**src/sv/array_doubly_linked_list_manager_top_assert.svh**
```systemverilog
// Assertion macros for the doubly linked list manager.
// Used by the top level; needs a clock and an active-low reset in scope.
`ifndef ARRAY_DOUBLY_LINKED_LIST_MANAGER_TOP_ASSERT_SVH
`define ARRAY_DOUBLY_LINKED_LIST_MANAGER_TOP_ASSERT_SVH
// Implication checked at every rising edge outside reset.
`define ADLL_ASSERT_IMP(lbl, ante, cons, msg) \
    lbl: assert property (@(posedge i_clk) disable iff (!i_rst_n) (ante) |-> (cons)) \
        else $error(msg);
// Implication whose consequent is checked in the cycle after the antecedent.
`define ADLL_ASSERT_NXT(lbl, ante, cons, msg) \
    lbl: assert property (@(posedge i_clk) disable iff (!i_rst_n) (ante) |=> (cons)) \
        else $error(msg);
`endif

```
**src/sv/adll_pkg.sv**
```systemverilog
// Types and codes shared by the doubly linked list manager.
// No dependencies.
package adll_pkg;
    localparam int KIND_W = 3;
    localparam int FIELD_W = 6;
    localparam int ST_W = 2;

    localparam logic [KIND_W-1:0] K_INS_AFTER = 3'd0;
    localparam logic [KIND_W-1:0] K_INS_BEFORE = 3'd1;
    localparam logic [KIND_W-1:0] K_REM_SLOT = 3'd2;
    localparam logic [KIND_W-1:0] K_INS_POS = 3'd3;
    localparam logic [KIND_W-1:0] K_REM_POS = 3'd4;

    localparam logic [ST_W-1:0] ST_OK = 2'd0;
    localparam logic [ST_W-1:0] ST_BAD = 2'd1;
    localparam logic [ST_W-1:0] ST_FULL = 2'd2;
    localparam logic [ST_W-1:0] ST_UNUSED = 2'd3;

    // Request beat: operation, slot or position, and the value for a new node.
    typedef struct packed {
        logic [KIND_W-1:0]  kind;
        logic [FIELD_W-1:0] target;
        logic signed [31:0] value;
    } t_req;

    // Result beat: status, slot touched, and the list ends and length afterwards.
    typedef struct packed {
        logic [ST_W-1:0]    status;
        logic [FIELD_W-1:0] slot_used;
        logic [FIELD_W-1:0] head_slot;
        logic [FIELD_W-1:0] tail_slot;
        logic [FIELD_W-1:0] node_count;
    } t_rsp;

    // Sequencer states
    typedef enum logic [3:0] {
        S_INIT,      // clearing pass over the link memory
        S_IDLE,
        S_RD_HEAD,   // sentinel links arrive
        S_WALK,      // one next link per cycle
        S_RD_TGT,    // target entry arrives
        S_RD_ANC,    // removed node's prev entry arrives (remove)
        S_RD_NB,     // free slot entry arrives
        S_WR1,
        S_WR2,
        S_WR3,
        S_DONE
    } t_state;
endpackage

```
**src/sv/adll_if.sv**
```systemverilog
// Valid/ready channel carrying one beat of payload.
// Payload type is a parameter; no package dependency.
interface adll_if #(parameter type T = logic) ();
    logic valid;
    logic ready;
    T     data;
    modport source (output valid, output data, input ready);
    modport sink (input valid, input data, output ready);
endinterface

```
**src/sv/adll_mem.sv**
```systemverilog
// Synchronous link and value store: one write and one read port per cycle.
// Depends on nothing; read data are registered and appear in the cycle after the address.
module adll_mem #(
    parameter int DEPTH = 64,
    parameter int WIDTH = 8
) (
    input  logic                     i_clk,
    input  logic                     i_we,
    input  logic [$clog2(DEPTH)-1:0] i_waddr,
    input  logic [WIDTH-1:0]         i_wdata,
    input  logic [$clog2(DEPTH)-1:0] i_raddr,
    output logic [WIDTH-1:0]         o_rdata
);
    logic [WIDTH-1:0] r_mem [DEPTH];

    // Write port
    always_ff @(posedge i_clk) begin
        if (i_we) begin
            r_mem[i_waddr] <= i_wdata;
        end
    end

    // Registered read port
    always_ff @(posedge i_clk) begin
        o_rdata <= r_mem[i_raddr];
    end
endmodule

```
**src/sv/array_doubly_linked_list_manager_top.sv**
```systemverilog
// Doubly linked list manager over a synchronous slot store.
// A request refused at once answers from idle; a slot not in use or a full store ends
// the operation before any link is written. A position operation first walks up to 63
// links from the head, one at a time through the single read port of the link memory.
// One item is in flight; the next request is taken no earlier than the cycle its
// predecessor's result beat leaves. After reset a clearing pass over every slot builds
// the free chain; no item is taken meanwhile.
`include "array_doubly_linked_list_manager_top_assert.svh"
module array_doubly_linked_list_manager_top
    import adll_pkg::*;
#(
    parameter int SLOTS = 64,
    parameter int VALUE_BITS = 32
) (
    input  logic i_clk,
    input  logic i_rst_n,
    adll_if.sink   i_req,
    adll_if.source o_rsp
);
    localparam int AW = $clog2(SLOTS);
    localparam int LW = AW + 1;           // link holds SLOTS as end of free chain
    localparam int CW = $clog2(SLOTS + 1);
    localparam int MW = 2 * LW + 1;       // next, prev, in-use

    typedef struct packed {
        logic         used;
        logic [LW-1:0] nxt;
        logic [LW-1:0] prv;
    } t_ent;

    t_state r_state, n_state;
    logic [AW-1:0] r_init, n_init;
    logic [2:0]    r_kind, n_kind;
    logic [5:0]    r_tgt, n_tgt;
    logic [VALUE_BITS-1:0] r_val, n_val;
    logic [AW-1:0] r_cur, n_cur;          // walk position, new node or node being removed
    logic [AW-1:0] r_anc, n_anc;          // insert anchor
    logic [AW-1:0] r_nb, n_nb;            // neighbour (anchor's next or removed prev)
    logic [AW-1:0] r_nb2, n_nb2;          // removed node's next
    logic [5:0]    r_steps, n_steps;
    logic [LW-1:0] r_free, n_free;
    logic [CW-1:0] r_count, n_count;
    logic [AW-1:0] r_head, n_head;
    logic [AW-1:0] r_tail, n_tail;
    logic          r_ovld;
    logic [ST_W-1:0] r_ost;
    logic [5:0]    r_oslot;
    logic          fin;
    logic [ST_W-1:0] fin_st;
    logic [AW-1:0] fin_slot;
    logic          ins_op;
    logic          free_empty;

    // Memory ports
    logic          we;
    logic [AW-1:0] waddr, raddr;
    t_ent          wdat, rd;
    logic [MW-1:0] rd_raw;
    logic          vwe;
    logic [VALUE_BITS-1:0] vrd;
    logic          unused_v;

    function automatic logic [AW-1:0] lnk(input logic [LW-1:0] v);
        return v[LW-1] ? AW'(0) : v[AW-1:0];
    endfunction

    adll_mem #(.DEPTH(SLOTS), .WIDTH(MW)) u_links (
        .i_clk(i_clk), .i_we(we), .i_waddr(waddr), .i_wdata(wdat),
        .i_raddr(raddr), .o_rdata(rd_raw)
    );
    assign rd = t_ent'(rd_raw);

    // Value store; never read back, so its read port is tied to the write slot.
    adll_mem #(.DEPTH(SLOTS), .WIDTH(VALUE_BITS)) u_vals (
        .i_clk(i_clk), .i_we(vwe), .i_waddr(r_cur), .i_wdata(r_val),
        .i_raddr(r_cur), .o_rdata(vrd)
    );
    assign unused_v = ^vrd;

    assign ins_op = (r_kind == K_INS_AFTER) || (r_kind == K_INS_BEFORE)
                 || (r_kind == K_INS_POS);
    assign free_empty = (r_free >= LW'(SLOTS));
    assign i_req.ready = (r_state == S_IDLE) && !(r_ovld && !o_rsp.ready);

    // Next state and datapath
    always_comb begin
        n_state = r_state;
        n_init = r_init; n_kind = r_kind; n_tgt = r_tgt; n_val = r_val;
        n_cur = r_cur; n_anc = r_anc; n_nb = r_nb; n_nb2 = r_nb2;
        n_steps = r_steps; n_free = r_free; n_count = r_count;
        n_head = r_head; n_tail = r_tail;
        we = 1'b0; waddr = '0; wdat = '0; raddr = '0; vwe = 1'b0;
        fin = 1'b0; fin_st = ST_BAD; fin_slot = '0;
        case (r_state)
            S_INIT: begin
                we = 1'b1; waddr = r_init;
                wdat.used = (r_init == '0);
                wdat.prv = '0;
                wdat.nxt = (r_init == '0) ? '0 : LW'(r_init) + LW'(1);
                n_init = r_init + AW'(1);
                if (r_init == AW'(SLOTS - 1)) n_state = S_IDLE;
            end
            S_IDLE: begin
                if (i_req.valid && i_req.ready) begin
                    n_kind = i_req.data.kind;
                    n_tgt = i_req.data.target;
                    n_val = VALUE_BITS'(i_req.data.value);
                    case (i_req.data.kind)
                        K_INS_AFTER, K_INS_BEFORE, K_REM_SLOT: begin
                            if ({26'd0, i_req.data.target} >= 32'(SLOTS)) begin
                                fin = 1'b1;
                            end else if (i_req.data.kind == K_REM_SLOT
                                         && i_req.data.target == 6'd0) begin
                                fin = 1'b1;
                            end else begin
                                raddr = AW'(i_req.data.target);
                                n_state = S_RD_TGT;
                            end
                        end
                        K_INS_POS, K_REM_POS: begin
                            n_cur = r_head;
                            n_steps = (i_req.data.kind == K_INS_POS
                                       && i_req.data.target != 6'd0)
                                    ? i_req.data.target - 6'd1 : i_req.data.target;
                            raddr = r_head;
                            n_state = S_WALK;
                        end
                        default: fin = 1'b1;
                    endcase
                end
            end
            S_WALK: begin
                // rd holds the entry of r_cur
                if (r_steps == '0) begin
                    if (r_kind == K_INS_POS) begin
                        n_anc = r_cur;
                        if (free_empty) begin
                            fin = 1'b1; fin_st = ST_FULL; n_state = S_IDLE;
                        end else begin
                            n_nb = lnk(rd.nxt);
                            raddr = r_free[AW-1:0];
                            n_state = S_RD_NB;
                        end
                    end else if (r_cur == '0) begin
                        fin = 1'b1; n_state = S_IDLE;
                    end else begin
                        n_nb = lnk(rd.prv); n_nb2 = lnk(rd.nxt);
                        n_state = S_WR1;
                    end
                end else begin
                    n_cur = lnk(rd.nxt);
                    raddr = lnk(rd.nxt);
                    n_steps = r_steps - 6'd1;
                end
            end
            S_RD_TGT: begin
                n_cur = AW'(r_tgt);
                if (!rd.used) begin
                    fin = 1'b1; fin_st = ST_UNUSED; n_state = S_IDLE;
                end else if (r_kind == K_REM_SLOT) begin
                    n_nb = lnk(rd.prv); n_nb2 = lnk(rd.nxt);
                    n_state = S_WR1;
                end else if (free_empty) begin
                    fin = 1'b1; fin_st = ST_FULL; n_state = S_IDLE;
                end else if (r_kind == K_INS_AFTER) begin
                    n_anc = AW'(r_tgt); n_nb = lnk(rd.nxt);
                    raddr = r_free[AW-1:0];
                    n_state = S_RD_NB;
                end else begin
                    // insert before: anchor is the target's prev, new next is target
                    n_anc = lnk(rd.prv); n_nb = AW'(r_tgt);
                    raddr = r_free[AW-1:0];
                    n_state = S_RD_NB;
                end
            end
            S_RD_NB: begin
                // rd holds the free slot; pop it and link it in
                n_cur = r_free[AW-1:0];
                n_free = (rd.nxt > LW'(SLOTS)) ? LW'(SLOTS) : rd.nxt;
                we = 1'b1; waddr = r_free[AW-1:0];
                wdat.used = 1'b1; wdat.nxt = LW'(r_nb); wdat.prv = LW'(r_anc);
                raddr = r_anc;
                n_state = S_WR1;
            end
            S_WR1: begin
                if (ins_op) begin
                    // rd holds the anchor; point its next at the new node
                    we = 1'b1; waddr = r_anc;
                    wdat = rd; wdat.nxt = LW'(r_cur);
                    raddr = r_nb;
                    n_state = S_WR2;
                end else begin
                    // removed node back on the free chain
                    we = 1'b1; waddr = r_cur;
                    wdat.used = 1'b0; wdat.nxt = r_free; wdat.prv = '0;
                    n_free = LW'(r_cur);
                    raddr = r_nb;
                    n_state = S_RD_ANC;
                end
            end
            S_RD_ANC: begin
                // rd holds the removed node's prev
                we = 1'b1; waddr = r_nb;
                wdat = rd; wdat.nxt = LW'(r_nb2);
                raddr = r_nb2;
                n_state = S_WR2;
            end
            S_WR2: begin
                we = 1'b1;
                if (ins_op) begin
                    waddr = r_nb; wdat = rd;
                    // anchor equal to neighbour: next was just written this way too
                    if (r_nb == r_anc) wdat.nxt = LW'(r_cur);
                    wdat.prv = LW'(r_cur);
                end else begin
                    waddr = r_nb2; wdat = rd;
                    if (r_nb2 == r_nb) wdat.nxt = LW'(r_nb2);
                    wdat.prv = LW'(r_nb);
                end
                n_state = S_WR3;
            end
            S_WR3: begin
                // refresh head and tail copies, store an inserted node's value and finish
                if (ins_op) begin
                    vwe = 1'b1;
                    if (r_anc == '0) n_head = r_cur;
                    if (r_nb == '0) n_tail = r_cur;
                    n_count = r_count + CW'(1);
                end else begin
                    if (r_nb == '0) n_head = r_nb2;
                    if (r_nb2 == '0) n_tail = r_nb;
                    n_count = r_count - CW'(1);
                end
                fin = 1'b1; fin_st = ST_OK; fin_slot = r_cur;
                n_state = S_IDLE;
            end
            default: n_state = S_IDLE;
        endcase
    end

    always_ff @(posedge i_clk) begin
        if (!i_rst_n) begin
            r_state <= S_INIT;
            r_init <= '0;
            r_free <= LW'(1);
            r_count <= '0;
            r_head <= '0;
            r_tail <= '0;
            r_ovld <= 1'b0;
        end else begin
            r_state <= n_state;
            r_init <= n_init;
            r_free <= n_free;
            r_count <= n_count;
            r_head <= n_head;
            r_tail <= n_tail;
            if (fin) r_ovld <= 1'b1;
            else if (o_rsp.ready) r_ovld <= 1'b0;
        end
    end

    // Payload registers
    always_ff @(posedge i_clk) begin
        r_kind <= n_kind; r_tgt <= n_tgt; r_val <= n_val;
        r_cur <= n_cur; r_anc <= n_anc; r_nb <= n_nb; r_nb2 <= n_nb2;
        r_steps <= n_steps;
        if (fin) begin
            r_ost <= fin_st;
            r_oslot <= (fin_st == ST_OK) ? 6'(fin_slot) : 6'd0;
        end
    end

    assign o_rsp.valid = r_ovld;
    assign o_rsp.data.status = r_ost;
    assign o_rsp.data.slot_used = r_oslot;
    assign o_rsp.data.head_slot = 6'(r_head);
    assign o_rsp.data.tail_slot = 6'(r_tail);
    assign o_rsp.data.node_count = 6'(r_count);

    `ADLL_ASSERT_IMP(a_ready_idle, i_req.ready, r_state == S_IDLE, "ready outside idle")
    `ADLL_ASSERT_NXT(a_ok_result, fin && fin_st == ST_OK, r_ovld && r_oslot != 6'd0,
                     "ok result without slot")
    `ADLL_ASSERT_IMP(a_count_range, r_state == S_IDLE, r_count < CW'(SLOTS),
                     "count beyond store")
endmodule

```
**src/flat_wrapper.sv**
```systemverilog
// flat-port wrapper written by rule: the top's interface ports become plain ports
module array_doubly_linked_list_manager_top_flat import adll_pkg::*;
#(
    parameter int SLOTS = 64,
    parameter int VALUE_BITS = 32
)
  (i_clk, i_rst_n, i_req_valid, i_req_data, i_req_ready, o_rsp_valid, o_rsp_data, o_rsp_ready);
  adll_if #(.T(t_req)) i_req_i ();
  adll_if #(.T(t_rsp)) o_rsp_i ();
  input  logic i_clk;
  input  logic i_rst_n;
  input wire logic [$bits(i_req_i.valid)-1:0] i_req_valid;
  input wire logic [$bits(i_req_i.data)-1:0] i_req_data;
  output wire logic [$bits(i_req_i.ready)-1:0] i_req_ready;
  output wire logic [$bits(o_rsp_i.valid)-1:0] o_rsp_valid;
  output wire logic [$bits(o_rsp_i.data)-1:0] o_rsp_data;
  input wire logic [$bits(o_rsp_i.ready)-1:0] o_rsp_ready;
  assign i_req_i.valid = i_req_valid;
  assign i_req_i.data = i_req_data;
  assign i_req_ready = i_req_i.ready;
  assign o_rsp_valid = o_rsp_i.valid;
  assign o_rsp_data = o_rsp_i.data;
  assign o_rsp_i.ready = o_rsp_ready;
  array_doubly_linked_list_manager_top #(.SLOTS(SLOTS), .VALUE_BITS(VALUE_BITS)) u_core (.i_clk(i_clk), .i_rst_n(i_rst_n), .i_req(i_req_i), .o_rsp(o_rsp_i));
endmodule
```
**config.mk**
```make
export PLATFORM = sky130hd
export DESIGN_NAME = array_doubly_linked_list_manager_top_flat
export DESIGN_NICKNAME = d
export VERILOG_FILES = /design/src/sv/adll_pkg.sv /design/src/sv/adll_if.sv /design/src/sv/adll_mem.sv /design/src/sv/array_doubly_linked_list_manager_top.sv /design/src/flat_wrapper.sv
export VERILOG_INCLUDE_DIRS = /design/src /design/src/sv
export SDC_FILE = /design/constraint.sdc
export NUM_CORES = 1
export LEC_CHECK = 0
export BUFFER_PORTS_ARGS = -buffer_cell sky130_fd_sc_hd__clkbuf_2
export CAP_MARGIN = 20
export CORE_MARGIN = 2
export CORE_UTILIZATION = 36
export DETAILED_ROUTE_END_ITERATION = 7
export GPL_TIMING_DRIVEN = 0
export SLEW_MARGIN = 20
export SYNTH_ARGS = -nofsm -noshare
export SYNTH_HDL_FRONTEND = slang
export SYNTH_HIERARCHICAL = 1
export SYNTH_SLANG_ARGS = --single-unit
```
**constraint.sdc**
```tcl
create_clock -name i_clk -period 4.45 [get_ports i_clk]
set_input_delay 0 -clock i_clk [delete_from_list [all_inputs] [get_ports i_clk]]
set_output_delay 0 -clock i_clk [all_outputs]
set_load 0.005 [all_outputs]
```
==> results of run 1 <==
-- worst register-to-register path, cell delays in order, from the launching register on --
cell and delay [ns]:
edfxtp_1 0.42, or3_1 0.41, or3b_1 0.40, buf_6 0.15
or3_4 0.40, a21oi_4 0.24, a221o_1 0.39, buf_4 0.28
buf_4 0.28, buf_6 0.23, mux2i_1 0.13, a22oi_2 0.47
o221ai_4 0.25, a221oi_2 0.36
-- stage by stage --
step	cells	area [um2]	hold slack (ns)
after floorplan	2401	43300	0.0762
after global placement	4053	45500	0.254
after detailed placement	4119	46800	0.266
after CTS	4333	51100	0.110
after global routing	4354	51600	0.142
final	4354	51600	0.160
-- logic make-up (layout without fill, tap and decap cells) --
| logic type | after synthesis | count (layout) | share of synthesized area [%] |
|---|---|---|---|
| xor gates and xnor gates | 32 | 32 | 0.648 |
| muxes | 358 | 358 | 14.0 |
| and+or+nand+nor | 435 | 435 | 4.79 |
| AOI/OAI and AO/OA | 332 | 332 | 5.83 |
| buffers and inverters | 175 | 516 | 2.18 |
| DFF | 1058 | 1058 | 72.2 |
| adders and majority gates | 11 | 11 | 0.335 |
-- cells in the mapped netlist (7+ instances only) --
cell type / n
a22o_1: 13
o211ai_1: 10
xnor2_1: 24
buf_2: 26
mux4_2: 194
o221ai_1: 9
a22oi_1: 39
ha_1: 10
buf_1: 19
edfxtp_1: 1007
inv_1: 22
nand4_1: 16
dfxtp_1: 51
a221oi_1: 45
a222oi_1: 15
nand3_1: 25
mux2_2: 27
a221oi_2: 8
nor2_1: 162
a21oi_1: 52
buf_4: 9
nand2b_1: 15
o21ai_0: 40
mux2i_1: 137
xor2_1: 8
nor2b_1: 28
a211oi_1: 29
nor4_1: 12
clkbuf_1: 77
o21a_1: 10
buf_6: 9
nor3_1: 20
nand3b_1: 7
nand2_1: 101
a221o_1: 12
and2_1: 13
-- power by group --
group	leakage, nW	total, W	switching (W)	internal (W)
logic	4.63	0.000350	0.000260	0.0000903
registers	9.41	0.0109	0.0000159	0.0109
clock network	1.71	0.00892	0.00377	0.00516
-- per-layer routing --
metal	vias to the layer above	GRT usage (%)	part of all wire, %
li1	10306	-	-
met1	12614	26.2	41
met2	1109	31.0	48
met3	218	3.77	8.1
met4	2	6.92	3.5
met5	-	0	0.011
-- path summary, 6_finish.rpt --
| check | cells after the start | to |
|---|---|---|
| worst max-delay path | 13 | u_core/u_links/o_rdata[3]$_DFF_P_ |
| worst min-delay path | 2 | u_core/r_kind[2]$_DFFE_PP_ |
| worst max register to register | 13 | u_core/u_links/o_rdata[3]$_DFF_P_ |
| worst min register to register | 2 | u_core/r_count[5]$_SDFFE_PN0P_ |
-- layout make-up --
| cell class | instances | area (um2) |
|---|---|---|
| inverters | 24 | 93.8 |
| fillers | 10339 | 68000 |
| flip-flops and latches | 1058 | 31300 |
| plain buffers | 145 | 1050 |
| repair buffers | 148 | 1690 |
| clock buffers | 130 | 2790 |
| well taps | 1612 | 2020 |
| multi-input cells | 1168 | 12000 |
| clock inverters | 69 | 708 |
-- placed cells by master, fill, tap and decap left out, types with 30 or more instances in the layout --
cell	count
nand2_1	98
edfxtp_1	1007
buf_8	37
nor2_4	44
clkbuf_2	66
clkbuf_16	110
nor2_1	95
dfxtp_1	51
buf_6	41
mux4_2	194
a21oi_1	49
mux2i_1	129
buf_4	37
clkbuf_1	63
o21ai_0	30
-- what timing repair did --
action	in CTS	in global routing
hold buffers	13	0
buffers inserted	6	21
endpoints found under the hold margin	31	0
pin swaps	8	25
gates cloned	0	2
gates resized for setup	155	89
endpoints found under the setup margin	930	798
==> results by group, run 1 <==
Die
  – Ports: 73
  – Die height: 351 um
  – Chip width: 351 um
  – Die area: 123,000 um2
  – Starting density of the core: a little over a third
  – FP Rows: 127
  – Core ar.: 120,000 um2

Routing
  – Routed vias/inst: 5.57
  – Final wirelength: approximately 120,000 um
  – Routed Antenna Nets: 0
  – DRT iter0 DRCs: 2,794
  – Residual DRC count: 0
  – Via count: 24,249
  – DR pass1 iterations: 7
  – Routed len/inst: 27.6 um

Placed design
  – DPL Wire Length: between 80,000 and 90,000 um
  – Port Buffers: 40
  – Placer Congestion: approximately 0.93
  – Dpl ws: -1.15 ns

Cells and area
  – Largest registers: u_core/u_links/r_mem x960, u_core/u_links/o_rdata x15, u_core/r_free x7
  – Utilization after layout: 43.1%
  – Top reg by flops: u_core/u_links/r_mem
  – P&R area growth vs syn: 19.3%
  – ANT cells: 0
  – Net total in the final layout: around 2,700
  – Max reg flops: 960
  – Share of cells above drive strength 1: 28.6%

Clock network
  – Clock Latency Late Sink: around 0.7 ns
  – Clock transition at path regs: 0.06 ns
  – CTS sink count: 1,058
  – CTS root buf: clkbuf_16
  – CTS buffer count: 105
  – H-tree lvl count: 3
  – CTS tree: built
  – Clock Path Buffers: 3

STA
  – Post-route setup TNS: -0.0965 ns
  – Setup Skew: approximately 0.054 ns
  – Fin. max-slew vios: 0
  – Worst-margin pin slew: around 1.1 ns
  – Fin. Hold Viols: 0
  – Final Worst Setup Slack: -0.0428 ns
  – Achievable clock frequency: 223 MHz
  – RSZ-0062 raised after global routing: true
  – Final period util: 101%
  – Endpoints failing setup: 4
  – Clock period minus worst slack: 4.49 ns
  – Slew HR: a little under 30%

Pwr
  – Power Dens Cells: 391 nW/um2
  – Max IR drop VDD: 0.000308 V
  – Total Power: between 0.02 and 0.025 W
  – Lkg Pwr: 15.8 nW

Outcome
  – Failing checks: negative setup slack
  – Status: finished with violations

Setup path
  – Worst Setup End Kind: flop
  – Crit-path leading delay family: compound AO/OA/AOI/OAI gates
  – Arr. time, crit path: roughly 5 ns
  – Slowest-stage cell, CP: a22oi_2
  – Crit path launch type: flop
  – Worst r2r src: u_core/r_steps[2]$_DFFE_PP_
  – Flop2flop setup slack: -0.04 ns
  – Sequence of cells on the critical path: or3_1 > or3b_1 > buf_6 > or3_4 > a21oi_4 > a221o_1 > buf_4 > buf_4 > buf_6 > mux2i_1 > a22oi_2 > o221ai_4 > a221oi_2
  – Max stage delay on crit path: 0.47 ns
  – Max FO, Critical Path: 10
  – Worst EP required: a little over 5 ns
  – Critical path class: flop to flop
  – CP Launch Point: u_core/r_steps[2]$_DFFE_PP_
  – Buf+Inv Stages, Crit Path: 4

Synth
  – Synth Register Bits: between 1,000 and 1,500
  – Cells after synthesis: between 2,000 and 2,500
  – Top FF cell, synth: edfxtp_1
  – Synth Area per Inst: 18.0 um2
  – Post-synth EDFFs: 1,007
  – Synth top area cells: edfxtp_1 (70%), mux4_2 (10%), mux2i_1 (3.2%)
  – Synth cell types: 77
  – Syn_nets: 2,457
  – Seq/Total Area, Yosys: 72.2%
  – Largest area contributor in the netlist: edfxtp_1
  – Synth top area share: between 60 and 70%
  – Syn Std Cell Area: 43,300 um2
  – Ys async rst share: 0%
  – Ys Warns: 6

GRT
  – Total gr overflow: 0
  – Initial antenna violation count: 2
  – Largest net degree at the start of global routing: 65
  – GR Util All Layers: 19.3%
  – First-pass GRT wire length: 171,000 um
  – Vias in the first global route: about 24,000

Hold path
  – Beginning of the worst hold path: i_req_data[40]
  – HP Class: primary input to flop

Job
  – Maxcap violations: 0
Note: power is estimated with default switching activity, not from simulation.
==> run 2, diff against run 1 <==
--- a/config.mk
+++ b/config.mk
@@ -6,13 +6,13 @@
 export SDC_FILE = /design/constraint.sdc
 export NUM_CORES = 1
 export LEC_CHECK = 0
+export ABC_AREA = 1
 export BUFFER_PORTS_ARGS = -buffer_cell sky130_fd_sc_hd__clkbuf_2
 export CAP_MARGIN = 20
 export CORE_MARGIN = 2
 export CORE_UTILIZATION = 36
 export DETAILED_ROUTE_END_ITERATION = 7
 export GPL_TIMING_DRIVEN = 0
-export SLEW_MARGIN = 20
 export SYNTH_ARGS = -nofsm -noshare
 export SYNTH_HDL_FRONTEND = slang
 export SYNTH_HIERARCHICAL = 1
==> run 2 against run 1 <==
Against the previous run:
- the run now ends clean
- sequential power barely moved
- combinational power grew 53%
- total power shrank 0.63%
- non-clock buffer count up 66
- wire length rose by 25%
- clock-buffer cell count rose by 2
- via count rose by 36%
- largest cell class unchanged
- largest power group unchanged
==> results by group, run 2 <==
Synth
  – Ys Warns: 6 (unchanged)
  – Synth Area per Inst: 10.8 um2 (was 18.0 um2)
  – Post-synthesis adder-cell area fraction: 0.321% (was 0.335%)
  – Synth top area share: 67.0% (was 69.9%)
  – Largest area contributor in the netlist: edfxtp_1 (unchanged)
  – Post-Synth XOR/XNOR Area: 0.330% (was 0.648%)
  – Syn Std Cell Area: 45,100 um2 (was 43,300 um2)
  – Post-synth EDFFs: 1,007 (unchanged)
  – Commonest cells in the netlist: nand2_1 (1,435), edfxtp_1 (1,007), nand3_1 (878) (was edfxtp_1 (1,007), mux4_2 (194), nor2_1 (162))
  – Ys async rst share: 0% (unchanged)
  – Syn_nets: 4,235 (was 2,457)
  – Synth top area cells: edfxtp_1 (67%), nand2_1 (12%), nand3_1 (9.7%) (was edfxtp_1 (70%), mux4_2 (10%), mux2i_1 (3.2%))
  – Most frequent cell after synthesis: nand2_1 (was edfxtp_1)
  – Top FF cell, synth: edfxtp_1 (unchanged)
  – Seq/Total Area, Yosys: 69.2% (was 72.2%)
  – Post-synthesis simple-gate area fraction: 23.5% (was 4.79%)
  – Cells after synthesis: 4,179 (was 2,401)
  – Post-synthesis mux area share: 0% (was 14.0%)
  – Synth cell types: 40 (was 77)
  – Synth Register Bits: 1,058 (unchanged)
  – Compound-Gate Fraction of Synth Area: 2.55% (was 5.83%)
  – Largest family of logic cells by synthesized area: simple AND/OR/NAND/NOR gates (was multiplexers)

Setup path
  – Arr. time, crit path: 5.02 ns (was 5.07 ns)
  – Worst Setup End Kind: flop (unchanged)
  – Critical path class: flop to flop (unchanged)
  – Max FO, Critical Path: 10 (unchanged)
  – Crit path launch type: flop (unchanged)
  – Worst EP required: 5.07 ns (was 5.03 ns)

Clock network
  – CTS buffer count: 106 (was 105)
  – Clock Path Buffers: 3 (unchanged)
  – CTS sink count: 1,058 (unchanged)
  – Clock transition at path regs: 0.07 ns (was 0.06 ns)
  – H-tree lvl count: 3 (unchanged)
  – CTS root buf: clkbuf_16 (unchanged)
  – CTS tree: built (unchanged)
  – Setup Buffers After CTS: 0 (was 6)
  – Clock Latency Late Sink: 0.70 ns (about the same)

Placed design
  – Placer Congestion: 1.03 (was 0.930)
  – Port Buffers: 40 (unchanged)
  – Dpl ws: -0.143 ns (was -1.15 ns)
  – DPL Wire Length: 105,000 um (was 82,900 um)

STA
  – Worst-margin pin slew: 1.07 ns (was 1.05 ns)
  – Clock period minus worst slack: 4.40 ns (was 4.49 ns)
  – Fin. max-slew vios: 0 (unchanged)
  – Endpoints failing setup: 0 (was 4)
  – Slew HR: 28.1% (was 29.3%)
  – Setup Skew: 0.0310 ns (was 0.0537 ns)
  – Achievable clock frequency: 227 MHz (was 223 MHz)
  – Final period util: 98.9% (was 101%)
  – Final Worst Setup Slack: 0.0470 ns (was -0.0428 ns)
  – RSZ-0062 raised after global routing: false (was true)
  – Fin. Hold Viols: 0 (unchanged)

Hold path
  – HP Class: primary input to flop (unchanged)

Routing
  – Final wirelength: 151,000 um (was 120,000 um)
  – Residual DRC count: 0 (unchanged)
  – Routed Antenna Nets: 0 (unchanged)
  – DR pass1 iterations: 7 (unchanged)
  – Via count: 32,874 (was 24,249)
  – DRT iter0 DRCs: 4,401 (was 2,794)
  – Routed len/inst: 24.6 um (was 27.6 um)
  – Routed vias/inst: 5.36 (was 5.57)

Cells and area
  – Top reg by flops: u_core/u_links/r_mem (unchanged)
  – Most frequent cells in the layout: nand2_1 (1,424), edfxtp_1 (1,007), nand3_1 (875), inv_1 (133), buf_2 (130) (was edfxtp_1 (1,007), mux4_2 (194), mux2i_1 (129), clkbuf_16 (110), nand2_1 (98))
  – Leading cell type in the layout, fill and taps excluded: nand2_1 (was edfxtp_1)
  – Share of cells above drive strength 1: 12.2% (was 28.6%)
  – ANT cells: 0 (unchanged)
  – P&R area growth vs syn: 16.1% (was 19.3%)
  – Max reg flops: 960 (unchanged)
  – Utilization after layout: 42.2% (was 43.1%)
  – Net total in the final layout: 4,470 (was 2,706)
  – Largest registers: u_core/u_links/r_mem x960, u_core/u_links/o_rdata x15, u_core/r_free x7 (unchanged)

Pwr
  – Lkg Pwr: 18.9 nW (was 15.8 nW)
  – Combinational Power Share: 2.7% (was 1.7%)
  – Clock power share: 42.7% (was 44.2%)
  – Max IR drop VDD: 0.000327 V (was 0.000308 V)
  – Power Dens Cells: 383 nW/um2 (was 391 nW/um2)
  – P_int: 0.0158 W (was 0.0161 W)
  – Switching Share: 21.3% (was 20.0%)
  – Reg power frac: 54.6% (was 54.1%)
  – Psw: 0.00427 W (was 0.00404 W)

GRT
  – Vias in the first global route: 30,872 (was 23,952)
  – First-pass GRT wire length: 215,000 um (was 171,000 um)
  – Total gr overflow: 0 (unchanged)
  – GR Util All Layers: 23.2% (was 19.3%)
  – Initial antenna violation count: 5 (was 2)
  – Largest net degree at the start of global routing: 65 (unchanged)

Die
  – Die height: 358 um (was 351 um)
  – Die area: 128,000 um2 (was 123,000 um2)
  – FP Rows: 129 (was 127)
  – Ports: 73 (unchanged)
  – Core ar.: 124,000 um2 (was 120,000 um2)
  – Starting density of the core: 36.4% (was 36.2%)
  – Chip width: 358 um (was 351 um)

Outcome
  – Status: finished, final reports clean (was finished with violations)

Job
  – Maxcap violations: 0 (unchanged)
-- run 2: path summary, 6_finish.rpt --
kind                                                            to                            from  slack [ns]  cells after the start
worst min register to register       u_core/r_tail[1]$_SDFFE_PN0P_   u_core/r_tail[1]$_SDFFE_PN0P_        0.44                      2
worst max register to register  u_core/u_links/o_rdata[10]$_DFF_P_  u_core/r_state[3]$_SDFFE_PN0P_        0.05                     15
worst max-delay path            u_core/u_links/o_rdata[10]$_DFF_P_  u_core/r_state[3]$_SDFFE_PN0P_        0.05                     15
worst min-delay path                    u_core/r_kind[0]$_DFFE_PP_                  i_req_data[38]        0.06                      2
-- run 2: metrics by stage --
stage | instance area [um2] | TNS (ns) | total power (W) | std cells | hold slack (ns)
CTS | 52400 | 0 | 0.0202 | 6136 | 0.0280
global route | 52400 | 0 | 0.0206 | 6138 | 0.0658
detailed placement | 49000 | -0.787 | 0.0117 | 5929 | 0.231
global placement | 47400 | -883.89 | 0.0116 | 5856 | 0.231
floorplan | 45100 | 0 | 0.0114 | 4179 | 0.0989
finish | 52400 | 0 | 0.0201 | 6138 | 0.0597
-- run 2: layout make-up --
cell class | count | area, um2
timing repair buffer | 127 | 1630
clock buffer | 132 | 2780
buffer | 232 | 1270
sequential | 1058 | 31300
inverter | 148 | 556
fill | 11587 | 71700
clock inverter | 63 | 524
multi-input combinational | 2741 | 12400
tap | 1637 | 2050
-- run 2: power groups by stage --
stage	Clock, W	Combinational [W]	Sequential (W)
2_1_floorplan	0	0.000217	0.0112
3_3_place_gp	0	0.000437	0.0112
3_5_place_dp	0	0.000513	0.0112
4_1_cts	0.00869	0.000524	0.0110
5_1_grt	0.00905	0.000563	0.0110
6_report	0.00857	0.000536	0.0110
-- run 2: what timing repair did --
item / CTS / global route
cloned: 0 / 0
endpoints found under the hold margin: 48 / 0
gates resized for setup: 4 / 4
endpoints found under the setup margin: 13 / 30
hold buffers: 12 / 0
-- run 2: layer usage --
| layer | GRT usage [%] | up-vias | part of all wire, % |
|---|---|---|---|
| met5 | 0 | - | 0 |
| met3 | 3.63 | 247 | 9.0 |
| met1 | 31.8 | 15982 | 41 |
| met2 | 37.1 | 1609 | 46 |
| met4 | 9.20 | 0 | 4.0 |
| li1 | - | 15036 | - |
-- run 2: critical path: stages, from the launching register on --
cell and delay (ns):
dfxtp_1 0.38, inv_2 0.07, nand2_2 0.12, nor2_4 0.09
clkbuf_1 0.29, a211oi_1 0.50, nand4_1 0.43, inv_1 0.26
buf_2 0.55, clkbuf_2 0.45, nand3_1 0.27, nand2_1 0.19
nand2_1 0.07, nand3_1 0.18, nand3_1 0.23, nand2_1 0.21
-- run 2: logic make-up (layout without fill, tap and decap cells) --
family / Yosys count / count (layout)
flip-flops: 1058 / 1058
adder cells (fa/ha/maj): 11 / 11
buffers and inverters: 380 / 702
AND/OR/NAND/NOR: 2510 / 2510
AO/OA/AOI/OAI: 203 / 203
XOR/XNOR: 17 / 17
